### src/rtl/ssd_pkg.sv
package ssd_pkg;

	localparam int DEF_MAX_SAMPLES = 65536;
	localparam int DEF_SAMPLE_BITS = 16;

	localparam int MODE_W   = 2;
	localparam int SAMPLE_W = 16;
	localparam int DEV_W    = 24;
	localparam int FRAC_BITS = 8;

	localparam logic [MODE_W-1:0] MODE_ADD     = 2'd0;
	localparam logic [MODE_W-1:0] MODE_ADD_FIN = 2'd1;
	localparam logic [MODE_W-1:0] MODE_FIN     = 2'd2;

	localparam logic STATUS_OK  = 1'b0;
	localparam logic STATUS_FEW = 1'b1;

	typedef struct packed {
		logic [MODE_W-1:0]          mode;
		logic signed [SAMPLE_W-1:0] sample;
	} item_t;

	typedef struct packed {
		logic [DEV_W-1:0] deviation;
		logic             status;
	} result_t;

endpackage

### src/rtl/ssd_core.sv
module ssd_core #(
	parameter int CW   = $clog2(ssd_pkg::DEF_MAX_SAMPLES + 1),
	parameter int SUMW = ssd_pkg::DEF_SAMPLE_BITS + CW,
	parameter int SQW  = 2 * ssd_pkg::DEF_SAMPLE_BITS + CW - 1
) (
	input  logic                        clk,
	input  logic                        arst_n,
	input  logic                        start,
	input  logic                        take,
	input  logic [CW-1:0]               n,
	input  logic [SQW-1:0]              sqsum,
	input  logic [SUMW-1:0]             summag,
	output logic                        done,
	output logic [ssd_pkg::DEV_W-1:0]   dev
);

	localparam int DW    = 2 * CW;
	localparam int PRODW = CW + SQW;
	localparam int NUMW  = PRODW + 2 * ssd_pkg::FRAC_BITS;
	localparam int XW    = 2 * ssd_pkg::DEV_W;
	localparam int QW    = (NUMW > XW) ? NUMW : XW;
	localparam int RW    = ssd_pkg::DEV_W + 1;
	localparam int UW0   = (PRODW > DW + 1) ? PRODW : DW + 1;
	localparam int UW    = (UW0 > RW + 2) ? UW0 : RW + 2;
	localparam int CNTW  = $clog2(QW + 1);

	typedef enum logic [7:0] {
		C_IDLE = 8'b0000_0001,
		C_MULD = 8'b0000_0010,
		C_MULN = 8'b0000_0100,
		C_MULS = 8'b0000_1000,
		C_SUB  = 8'b0001_0000,
		C_DIV  = 8'b0010_0000,
		C_ROOT = 8'b0100_0000,
		C_DONE = 8'b1000_0000
	} cstate_t;

	cstate_t                     state_q;
	logic [CNTW-1:0]             cnt_q;
	logic [CW-1:0]               n_q;
	logic [CW-1:0]               nm1_q;
	logic [SQW-1:0]              sq_q;
	logic [SUMW-1:0]             mag_q;
	logic [SUMW-1:0]             msc_q;
	logic [DW-1:0]               d_q;
	logic [UW-1:0]               acc_q;
	logic [UW-1:0]               b_q;
	logic [DW-1:0]               rem_q;
	logic [QW-1:0]               quo_q;
	logic [RW-1:0]               srem_q;
	logic [ssd_pkg::DEV_W-1:0]   root_q;
	logic                        sat_q;

	// shared add/subtract unit
	logic [UW-1:0] op_a;
	logic [UW-1:0] op_b;
	logic          op_sub;
	logic [UW:0]   alu;
	logic          alu_ge;
	logic          last;
	logic [RW+1:0] rsh;

	assign alu    = {1'b0, op_a} + (op_sub ? ~{1'b0, op_b} : {1'b0, op_b})
		+ {{UW{1'b0}}, op_sub};
	assign alu_ge = ~alu[UW];
	assign last   = (cnt_q == CNTW'(1));
	assign rsh    = {srem_q, quo_q[XW-1:XW-2]};

	always_comb begin
		op_a   = '0;
		op_b   = '0;
		op_sub = 1'b0;
		unique case (state_q)
			C_MULD: begin
				op_a = UW'({d_q, 1'b0});
				op_b = nm1_q[CW-1] ? UW'(n_q) : '0;
			end
			C_MULN: begin
				op_a = {acc_q[UW-2:0], 1'b0};
				op_b = n_q[CW-1] ? UW'(sq_q) : '0;
			end
			C_MULS: begin
				op_a = {b_q[UW-2:0], 1'b0};
				op_b = msc_q[SUMW-1] ? UW'(mag_q) : '0;
			end
			C_SUB: begin
				op_a   = acc_q;
				op_b   = b_q;
				op_sub = 1'b1;
			end
			C_DIV: begin
				op_a   = UW'({rem_q, quo_q[QW-1]});
				op_b   = UW'(d_q);
				op_sub = 1'b1;
			end
			C_ROOT: begin
				op_a   = UW'(rsh);
				op_b   = UW'({root_q, 2'b01});
				op_sub = 1'b1;
			end
			default: begin
				op_a   = '0;
				op_b   = '0;
				op_sub = 1'b0;
			end
		endcase
	end

	always_ff @(posedge clk or negedge arst_n) begin
		if (!arst_n) begin
			state_q <= C_IDLE;
			cnt_q   <= '0;
		end else begin
			unique case (state_q)
				C_IDLE: begin
					if (start) begin
						state_q <= C_MULD;
						cnt_q   <= CNTW'(CW);
					end
				end
				C_MULD: begin
					cnt_q <= cnt_q - 1'b1;
					if (last) begin
						state_q <= C_MULN;
						cnt_q   <= CNTW'(CW);
					end
				end
				C_MULN: begin
					cnt_q <= cnt_q - 1'b1;
					if (last) begin
						state_q <= C_MULS;
						cnt_q   <= CNTW'(SUMW);
					end
				end
				C_MULS: begin
					cnt_q <= cnt_q - 1'b1;
					if (last) begin
						state_q <= C_SUB;
					end
				end
				C_SUB: begin
					state_q <= C_DIV;
					cnt_q   <= CNTW'(QW);
				end
				C_DIV: begin
					cnt_q <= cnt_q - 1'b1;
					if (last) begin
						state_q <= C_ROOT;
						cnt_q   <= CNTW'(ssd_pkg::DEV_W);
					end
				end
				C_ROOT: begin
					cnt_q <= cnt_q - 1'b1;
					if (last) begin
						state_q <= C_DONE;
					end
				end
				C_DONE: begin
					if (take) begin
						state_q <= C_IDLE;
					end
				end
				default: begin
					state_q <= C_IDLE;
				end
			endcase
		end
	end

	always_ff @(posedge clk) begin
		unique case (state_q)
			C_IDLE: begin
				n_q    <= n;
				nm1_q  <= n - 1'b1;
				sq_q   <= sqsum;
				mag_q  <= summag;
				msc_q  <= summag;
				d_q    <= '0;
				acc_q  <= '0;
				b_q    <= '0;
			end
			C_MULD: begin
				d_q   <= alu[DW-1:0];
				nm1_q <= {nm1_q[CW-2:0], 1'b0};
			end
			C_MULN: begin
				acc_q <= alu[UW-1:0];
				n_q   <= {n_q[CW-2:0], 1'b0};
			end
			C_MULS: begin
				b_q   <= alu[UW-1:0];
				msc_q <= {msc_q[SUMW-2:0], 1'b0};
			end
			C_SUB: begin
				quo_q <= QW'({alu[PRODW-1:0], {(2 * ssd_pkg::FRAC_BITS){1'b0}}});
				rem_q <= '0;
			end
			C_DIV: begin
				rem_q  <= alu_ge ? alu[DW-1:0] : {rem_q[DW-2:0], quo_q[QW-1]};
				quo_q  <= {quo_q[QW-2:0], alu_ge};
				srem_q <= '0;
				root_q <= '0;
			end
			C_ROOT: begin
				if (cnt_q == CNTW'(ssd_pkg::DEV_W)) begin
					sat_q <= ((quo_q >> XW) != '0);
				end
				srem_q <= alu_ge ? alu[RW-1:0] : rsh[RW-1:0];
				root_q <= {root_q[ssd_pkg::DEV_W-2:0], alu_ge};
				quo_q  <= {quo_q[QW-3:0], 2'b00};
			end
			default: begin
				root_q <= root_q;
			end
		endcase
	end

	assign done = (state_q == C_DONE);
	assign dev  = sat_q ? '1 : root_q;

endmodule

### src/rtl/sample_standard_deviation.sv
// Add-sample transactions: one per cycle while ready, running count/sum/square sum updated in place.
// Finishing transaction: after drain and finish states the result loads with status FEW and
// deviation zero if fewer than two samples, else when the core is done; a shared bit-serial
// add/subtract unit runs the multiplies, the divide and the square root one bit per cycle.
// Not ready meanwhile, nor while an earlier result still holds the output; ready again once the result loads.
// Reset (arst_n low, asynchronous) clears count, sums, sequencers and output valid.
module sample_standard_deviation #(
	parameter int MAX_SAMPLES = ssd_pkg::DEF_MAX_SAMPLES,
	parameter int SAMPLE_BITS = ssd_pkg::DEF_SAMPLE_BITS
) (
	input  logic             clk,
	input  logic             arst_n,
	input  logic             item_valid,
	output logic             item_ready,
	input  ssd_pkg::item_t   item,
	output logic             result_valid,
	input  logic             result_ready,
	output ssd_pkg::result_t result
);

	localparam int CW   = $clog2(MAX_SAMPLES + 1);
	localparam int SUMW = SAMPLE_BITS + CW;
	localparam int SQW  = 2 * SAMPLE_BITS + CW - 1;
	localparam int XW   = (SAMPLE_BITS > ssd_pkg::SAMPLE_W) ? SAMPLE_BITS : ssd_pkg::SAMPLE_W;

	typedef enum logic [3:0] {
		T_RUN   = 4'b0001,
		T_DRAIN = 4'b0010,
		T_FIN   = 4'b0100,
		T_CALC  = 4'b1000
	} tstate_t;

	tstate_t                  state_q;
	logic [CW-1:0]            count_q;
	logic signed [SUMW-1:0]   sum_q;
	logic [SQW-1:0]           sqsum_q;
	logic [SAMPLE_BITS-1:0]   mag_s1;
	logic                     sqv_s1;
	logic                     res_valid_q;
	ssd_pkg::result_t         res_q;

	logic                     accept;
	logic                     add_smp;
	logic                     is_fin;
	logic [XW-1:0]            sx;
	logic [SAMPLE_BITS-1:0]   v;
	logic [SAMPLE_BITS-1:0]   mag;
	logic [2*SAMPLE_BITS-1:0] sqr;
	logic [SUMW-1:0]          summag;
	logic                     few;
	logic                     slot_free;
	logic                     ld_few;
	logic                     clr;
	logic                     core_start;
	logic                     core_take;
	logic                     core_done;
	logic [ssd_pkg::DEV_W-1:0] core_dev;

	assign item_ready = (state_q == T_RUN);
	assign accept     = item_valid && item_ready;
	assign add_smp    = accept && (item.mode == ssd_pkg::MODE_ADD
		|| item.mode == ssd_pkg::MODE_ADD_FIN) && (count_q < CW'(MAX_SAMPLES));
	assign is_fin     = accept && (item.mode == ssd_pkg::MODE_ADD_FIN
		|| item.mode == ssd_pkg::MODE_FIN);

	assign sx  = XW'($unsigned(item.sample));
	assign v   = sx[SAMPLE_BITS-1:0];
	assign mag = v[SAMPLE_BITS-1] ? (~v + 1'b1) : v;
	assign sqr = mag_s1 * mag_s1;

	assign summag = sum_q[SUMW-1] ? $unsigned(-sum_q) : $unsigned(sum_q);

	assign few        = (count_q < CW'(2));
	assign slot_free  = !res_valid_q || result_ready;
	assign ld_few     = (state_q == T_FIN) && few && slot_free;
	assign core_start = (state_q == T_FIN) && !few;
	assign clr        = ld_few || core_start;
	assign core_take  = (state_q == T_CALC) && core_done && slot_free;

	always_ff @(posedge clk or negedge arst_n) begin
		if (!arst_n) begin
			state_q <= T_RUN;
		end else begin
			unique case (state_q)
				T_RUN: begin
					if (is_fin) begin
						state_q <= T_DRAIN;
					end
				end
				T_DRAIN: begin
					state_q <= T_FIN;
				end
				T_FIN: begin
					if (core_start) begin
						state_q <= T_CALC;
					end else if (ld_few) begin
						state_q <= T_RUN;
					end
				end
				T_CALC: begin
					if (core_take) begin
						state_q <= T_RUN;
					end
				end
				default: begin
					state_q <= T_RUN;
				end
			endcase
		end
	end

	always_ff @(posedge clk or negedge arst_n) begin
		if (!arst_n) begin
			count_q <= '0;
			sum_q   <= '0;
			sqsum_q <= '0;
			sqv_s1  <= 1'b0;
		end else begin
			sqv_s1 <= add_smp;
			if (clr) begin
				count_q <= '0;
				sum_q   <= '0;
				sqsum_q <= '0;
			end else begin
				if (add_smp) begin
					count_q <= count_q + 1'b1;
					sum_q   <= sum_q + SUMW'($signed(v));
				end
				if (sqv_s1) begin
					sqsum_q <= sqsum_q + SQW'(sqr);
				end
			end
		end
	end

	always_ff @(posedge clk) begin
		if (add_smp) begin
			mag_s1 <= mag;
		end
	end

	always_ff @(posedge clk or negedge arst_n) begin
		if (!arst_n) begin
			res_valid_q <= 1'b0;
		end else if (ld_few || core_take) begin
			res_valid_q <= 1'b1;
		end else if (result_ready) begin
			res_valid_q <= 1'b0;
		end
	end

	always_ff @(posedge clk) begin
		if (ld_few) begin
			res_q.deviation <= '0;
			res_q.status    <= ssd_pkg::STATUS_FEW;
		end else if (core_take) begin
			res_q.deviation <= core_dev;
			res_q.status    <= ssd_pkg::STATUS_OK;
		end
	end

	assign result_valid = res_valid_q;
	assign result       = res_q;

	ssd_core #(
		.CW   (CW),
		.SUMW (SUMW),
		.SQW  (SQW)
	) u_core (
		.clk    (clk),
		.arst_n (arst_n),
		.start  (core_start),
		.take   (core_take),
		.n      (count_q),
		.sqsum  (sqsum_q),
		.summag (summag),
		.done   (core_done),
		.dev    (core_dev)
	);

endmodule

### config.mk
export PLATFORM = sky130hd
export DESIGN_NAME = sample_standard_deviation
export DESIGN_NICKNAME = d
export VERILOG_FILES = /design/src/rtl/ssd_pkg.sv /design/src/rtl/ssd_core.sv /design/src/rtl/sample_standard_deviation.sv
export SDC_FILE = /design/constraint.sdc
export NUM_CORES = 2
export LEC_CHECK = 0
export ABC_AREA = 1
export BUFFER_PORTS_ARGS = -buffer_cell sky130_fd_sc_hd__clkbuf_2
export CORE_ASPECT_RATIO = 1.75
export CORE_MARGIN = 5
export CORE_UTILIZATION = 65
export DETAILED_ROUTE_END_ITERATION = 10
export PLACE_DENSITY = 0.83
export SYNTH_ARGS = -nofsm -noshare
export SYNTH_HDL_FRONTEND = slang
export SYNTH_HIERARCHICAL = 1
export SYNTH_SLANG_ARGS = --single-unit
export TNS_END_PERCENT = 30
### constraint.sdc
create_clock -name clk -period 7.7 [get_ports clk]
set_input_delay 0 -clock clk [delete_from_list [all_inputs] [get_ports clk]]
set_output_delay 0 -clock clk [all_outputs]
set_load 0.05 [all_outputs]
# Yosys cells after proc, flatten, opt, wreduce, memory -nomap -nowiden

Index checks and enable logic that the tools add are counted.

Register bits after elaboration: 637
Input bits: 22
Output and inout port bits: 27
Word-level logic and storage cells: 148

$add $sub $neg: 9
Multiply operators: 1
Order comparisons: 2
Equal/unequal tests: 26
Muxes and demuxes: 48
Bitwise logic cells: 3
Reductions and logical operators: 34

Operators with widths:

| operator            | count |
|---|---|
| $pmux W65 S6        | 2 |
| $pmux W65 S2        | 2 |
| $pmux W81 S3        | 1 |
| $mux W48            | 3 |
| $pmux W34 S2        | 2 |
| $mux W33            | 4 |
| $reduce_bool A81 Y1 | 1 |
| $pmux W17 S2        | 2 |
| $add A65 B66 Y66    | 1 |
| $add A66 B1 Y66     | 1 |
| $mux W66            | 1 |
| $not A65 Y66        | 1 |
| $pmux W33 S2        | 1 |
| $pmux W8 S8         | 1 |
| $mux W8             | 7 |
| $mux W17            | 3 |
| $pmux W25 S2        | 1 |
| $add A48 B32 Y48    | 1 |
| $pmux W24 S2        | 1 |
| $pmux W7 S6         | 1 |
| $mux W34            | 1 |
| $add A33 B16 Y33    | 1 |
| $neg A33 Y33        | 1 |
| $mul A16 B16 Y32    | 1 |
| other kinds (46)    | 82 |

# Logic depth before layout (Yosys ltp)

Depth after elaboration: 8
Gate-level depth with buffers: 30
Gate-level depth less buffers: 28

# Hierarchy

The synthesis kept the hierarchy.

By module, submodules not included:

| module                    | instances | cells an instance | area an instance (µm²) | seq. area each (µm²) |
|---|---|---|---|---|
| ssd_core                  | 1         | 3044              | 27553.9                | 14700.3 |
| sample_standard_deviation | 1         | 2658              | 18689.2                | 3584.7 |

# Least setup slack after synthesis

No wires, ideal clock.

Kind: register to register
Start: register u_core.state_q[2]
End: register u_core.rem_q[31] (data pin)
Library setup time: 0.249 ns
Arrival: 5.669 ns
Required time: 7.451 ns
Path slack: 1.782 ns
Cell stages (with the launch flop): 27
Path buffers: 3
Period minus slack after synthesis: 5.918 ns
Cell sequence: dfrtp_1 -> inv_2 -> nand2_4 -> nor2_8 -> nand2_4 -> inv_2 -> nor2_4 -> inv_1 -> clkbuf_1 -> o21ai_0 -> inv_1 -> ha_1 -> nand2_1 -> nor2_1 -> inv_2 -> nor4_4 -> nand2_1 -> nor3_2 -> nand3_2 -> nand3_2 -> nand2_1 -> nand2_2 -> buf_6 -> buf_2 -> nand2_1 -> nand2_1 -> inv_1

Longest elaborated chain between the ends: 8
Elaborated cells between the ends (all ways): 16
Classes of those cells: 2 x add/sub; 6 x eq/ne; 6 x mux; 1 x bitwise; 1 x reduce/logical

RTL lines:

| element                                          | line                           | source |
|---|---|---|
| from (decl)                                      | ssd_core.sv:38                 | `cstate_t state_q;` |
| from (signal assigned)                           | ssd_core.sv:111                | `state_q <= C_IDLE;` |
| from (signal assigned)                           | ssd_core.sv:117                | `state_q <= C_MULD;` |
| from (signal assigned)                           | ssd_core.sv:124                | `state_q <= C_MULN;` |
| $eq A8 B7 Y1, or another cell as far along       | ssd_core.sv:73                 | `unique case (state_q)` |
| $pmux W65 S6 or $reduce_or A3 Y1 (tied branches) | n/a                            |  |
| $not A65 Y66 or $mux W1 (tied branches)          | ssd_core.sv:63, ssd_core.sv:73 |  |
| $mux W66                                         | ssd_core.sv:63                 | `assign alu = {1'b0, op_a} + (op_sub ? ~{1'b0, op_b} : {1'b0, op_b})` |
| $add A65 B66 Y66                                 | ssd_core.sv:63                 |  |
| $add A66 B1 Y66                                  | ssd_core.sv:64                 | `+ {{UW{1'b0}}, op_sub};` |
| $mux W34                                         | ssd_core.sv:199                | `rem_q <= alu_ge ? alu[DW-1:0] : {rem_q[DW-2:0], quo_q[QW-1]};` |
| $pmux W34 S2 (*)                                 | ssd_core.sv:171                | `unique case (state_q)` |
| to (signal assigned)                             | ssd_core.sv:199                |  |
| to (decl)                                        | ssd_core.sv:48                 | `logic [DW-1:0] rem_q;` |

Every way passes the cells marked *; elsewhere a longest branch is shown, timed or not.
A chain may end at the register's enable or synchronous reset.

# Final worst setup path

Start: register u_core.state_q[0]
End: register u_core.quo_q[80] (data pin)

Longest elaborated chain between the ends: 7
Elaborated cells between the ends (all ways): 15
Classes of those cells: 2 x add/sub; 6 x eq/ne; 5 x mux; 1 x bitwise; 1 x reduce/logical

RTL lines:

| element                                          | line                            | source |
|---|---|---|
| $eq A8 B7 Y1, or another cell as far along       | ssd_core.sv:73, ssd_core.sv:171 |  |
| $pmux W65 S6 or $reduce_or A3 Y1 (tied branches) | n/a                             |  |
| $not A65 Y66 or $mux W1 (tied branches)          | ssd_core.sv:63, ssd_core.sv:73  |  |
| $mux W66                                         | ssd_core.sv:63                  |  |
| $add A65 B66 Y66                                 | ssd_core.sv:63                  |  |
| $add A66 B1 Y66                                  | ssd_core.sv:64                  |  |
| $pmux W81 S3 (*)                                 | ssd_core.sv:171                 |  |
| to (signal assigned)                             | ssd_core.sv:195                 | `quo_q <= QW'({alu[PRODW-1:0], {(2 * ssd_pkg::FRAC_BITS){1'b0}}});` |
| to (signal assigned)                             | ssd_core.sv:200                 | `quo_q <= {quo_q[QW-2:0], alu_ge};` |
| to (signal assigned)                             | ssd_core.sv:210                 | `quo_q <= {quo_q[QW-3:0], 2'b00};` |
| to (decl)                                        | ssd_core.sv:49                  | `logic [QW-1:0] quo_q;` |

Marked as above.

==> metrics.txt <==
die area=76790 um^2; Leakage=23.14 nW; FF/Latch Area=18290 um^2; hold crit path type=input port to flop; Layout Skew=28.24 ps; CP Cell Sequence=inv_2, nand2_4, nor2_1, nand2_4, nor2_2, buf_4, a221oi_1, o41ai_1, ha_1, a21oi_1, o21ai_1, a21oi_1, o21ai_1, buf_4, a21oi_1, o21ai_1, a21oi_1, o21bai_1, inv_1, nand2_1, nand3_1, nand2_1; xor and xnor area share after synthesis=0.02971; Die Width=211.6 um; H-Tree Depth=2; DRT iter0 DRCs=4605; setup bufs post-CTS=0; RSZ-0062 raised after global routing=false; initial antenna violation count=7; setup tns final=0 ps; Post-DP HPWL=123300 um; port bufs=48; worst path required time=8050 ps; main combinational cell family by area after synthesis=simple AND/OR/NAND/NOR gates; router iterations before antenna repair=8; drt total wl=161200 um; core area=70700 um^2; first-pass GRT wire length=242900 um; R2R setup slack=1230 ps; sequential area share after synthesis=0.3954; Mapped Cells=5702; hold endpoint=mag_s1[12]$_DFFE_PP_; Final Hold Viols=0; global-route met2 utilization=0.7363; CTS clk-pin slew, worst paths=70 ps; final slew viol count=0; pin count of the biggest net entering global routing=79; cell count of the worst hold path=4; Post-Synthesis Cell Area=46240 um^2; grt peak-use layer=met2; Final setup viols=0; Reg-to-Reg Start=u_core/state_q[0]$_DFFE_PN1P_; placed cell area=47380 um^2; # IOs=49; Remaining Overflow, GRT=0; Via density=6.121; Routed Antenna Nets=0; CP arrival=6820 ps; Initial Util=0.6541; root buffer cell=clkbuf_16; CTS max path bufs=3; Synth Register Bits=637; number of global-route vias before repair=42030; Post-synth top flop=edfxtp_1; filler instances=5479; gr usage total=0.4188; Reg-to-Reg End=u_core/quo_q[80]$_DFFE_PN_; number of non-filler instances in the completed layout=6679; Post-route DRC=0; # nets final=6140; R2R depth=22; syn nets=6137; Post-Synth Adder-Cell Area=0.1436; CTS tree=built; Netlist cell types=66; EDFF count, synth=493; area of the multi-input gates=23200 um^2; outcome=completed; hold path start=item[11]; total CTS buffers=59; Setup crit end kind=flop; routed len/inst=24.14 um; Max-Cap Viols=0; Placed Cells=6538; Syn Area/Cell=8.110 um^2; Least-Margin Pin Slew=1189 ps; worst setup path category=flop to flop; Crit Path Max Fanout=49; Max VDD drop=0.5458 mV; Yosys warnings=6; worst-skew pair later-pin latency=680 ps; Core Util, Final=0.7037; asr flop ratio synth=0.1868; startpoint types=flop; fmax=154.6 MHz; period utilization=0.8400; GPL Wtd Cong=1.064; Synth Area in Compound Gates=0.1157; vias=40880; layout cells sized above 1=0.05542; Slew headroom=0.2072; Chip Height=362.8 um; Post-Synth Simple-Gate Area=0.2114; # clock sinks=637; CP dominant cell by count=a21oi_1; PwrDens=470.3 nW/um^2; slowest cell on the critical path=a221oi_1; fin area=49750 um^2; family with the most delay on the worst path=compound AO/OA/AOI/OAI gates; post-CTS sizing=0; minimum clock period=6468 ps; Slowest Stage Delay on Critical Path=1020 ps; P&R area growth vs syn=7.581%; multiplexer area fraction after synthesis=0.0002435; num rows=129; M3 GR Usage=0.08020; Buf/Inv on CP=4; met1 usage=0.4026
## per-stage QoR
stage / power, mW / hold WS [ps] / setup WS, ps
3_5_place_dp: 19.92 / -126.3 / 1281
4_1_cts: 23.21 / 5.297 / 1283
2_1_floorplan: 15.41 / -295.6 / 1782
6_report: 23.40 / 23.60 / 1232
3_3_place_gp: 19.64 / -129.5 / 1384
5_1_grt: 25.10 / 41.02 / 866.1
## tightest hold or removal path: cells and delay by family
family	cells	cell delay [ps]
AO/OA/AOI/OAI	1	90
buffers and inverters	1	160
XOR/XNOR	1	150
AND/OR/NAND/NOR	1	90
## repair_timing
item / CTS / global route
hold buffers: 23 / 0
hold endpoints to repair: 95 / 0
endpoints found under the setup margin: 0 / 0
## where the power goes
part,switching [mW],internal [mW],total (mW)
clock,1.43,1.82,3.25
sequential,0.922,5.31,6.23
combinational,9.69,4.22,13.9
## worst max-delay path by stage
stage / from / to / cells after the start
after floorplan: u_core/state_q[2]$_DFFE_PN0P_ / u_core/rem_q[31]$_SDFFCE_PP0P_ / 26
after global placement: mag_s1[4]$_DFFE_PP_ / sqsum_q[37]$_DFFE_PN0P_ / 21
after detailed placement: mag_s1[6]$_DFFE_PP_ / sqsum_q[33]$_DFFE_PN0P_ / 23
after CTS: mag_s1[6]$_DFFE_PP_ / sqsum_q[33]$_DFFE_PN0P_ / 23
after global routing: mag_s1[6]$_DFFE_PP_ / sqsum_q[37]$_DFFE_PN0P_ / 24
final: u_core/state_q[0]$_DFFE_PN1P_ / u_core/quo_q[80]$_DFFE_PN_ / 22
## metal layers
layer  vias up  share of wire
met3       891          0.073
met2      2386           0.50
li1      18470              -
met4         2           0.13
met5         -       0.000087
met1     19140           0.30
## kinds of logic after synthesis
kind of cell               after synthesis
xor gates and xnor gates               156
DFF                                    637
and+or+nand+nor                       2384
buffers and inverters                 1261
adders and majority gates              413
AOI/OAI and AO/OA                      850
muxes                                    1
## placed cells by master, fill, tap and decap left out, types with 90 or more instances in the layout
cell type  synthesis  final
nand2_1         1423   1416
inv_1           1051   1049
nor2_1           587    585
edfxtp_1         493    493
a21oi_1          238    238
ha_1             217    217
o21ai_0          210    210
fa_1             196    196
nand3_1          169    169
dfrtp_1          117    117
xor2_1            90     90
## cell type report
| cell class | instances | area share |
|---|---|---|
| antenna | 6 | 0.0003018 |
| timing repair buffer | 131 | 0.01906 |
| sequential | 637 | 0.3675 |
| clock inverter | 32 | 0.007545 |
| clock buffer | 80 | 0.03524 |
| multi-input combinational | 3804 | 0.4663 |
| tap | 917 | 0.02306 |
| inverter | 1072 | 0.08096 |
## Yosys cell counts, drive strengths merged, types with 67 or more instances
cell | instances | area [um^2]
o22ai | 70 | 437.9
ha | 217 | 2715
a21oi | 258 | 1366
clkbuf | 124 | 465.5
nor2 | 596 | 2288
dfrtp | 117 | 2928
inv | 1070 | 4016
nor3 | 69 | 355.3
nand2 | 1452 | 5613
o221ai | 67 | 586.8
fa | 196 | 3924
xor2 | 91 | 804.5
nand3 | 173 | 893.4
o21ai | 229 | 1157
edfxtp | 493 | 14800
## state kept, by name (all words and copies together), names as in the netlist
signal          cells
sum_q              33
u_core/d_q         34
u_core/quo_q       81
u_core/msc_q       33
u_core/sq_q        48
sqv_s1              1
u_core/sat_q        1
u_core/srem_q      25
u_core/acc_q       65
u_core/mag_q       33
state_q             4
u_core/rem_q       34
u_core/state_q      8
sqsum_q            48
count_q            17
u_core/n_q         17
u_core/cnt_q        7
mag_s1             16
result             25
u_core/b_q         65
result_valid        1
u_core/nm1_q       17
u_core/root_q      24
No activity file was read; power rests on OpenSTA's default activity.
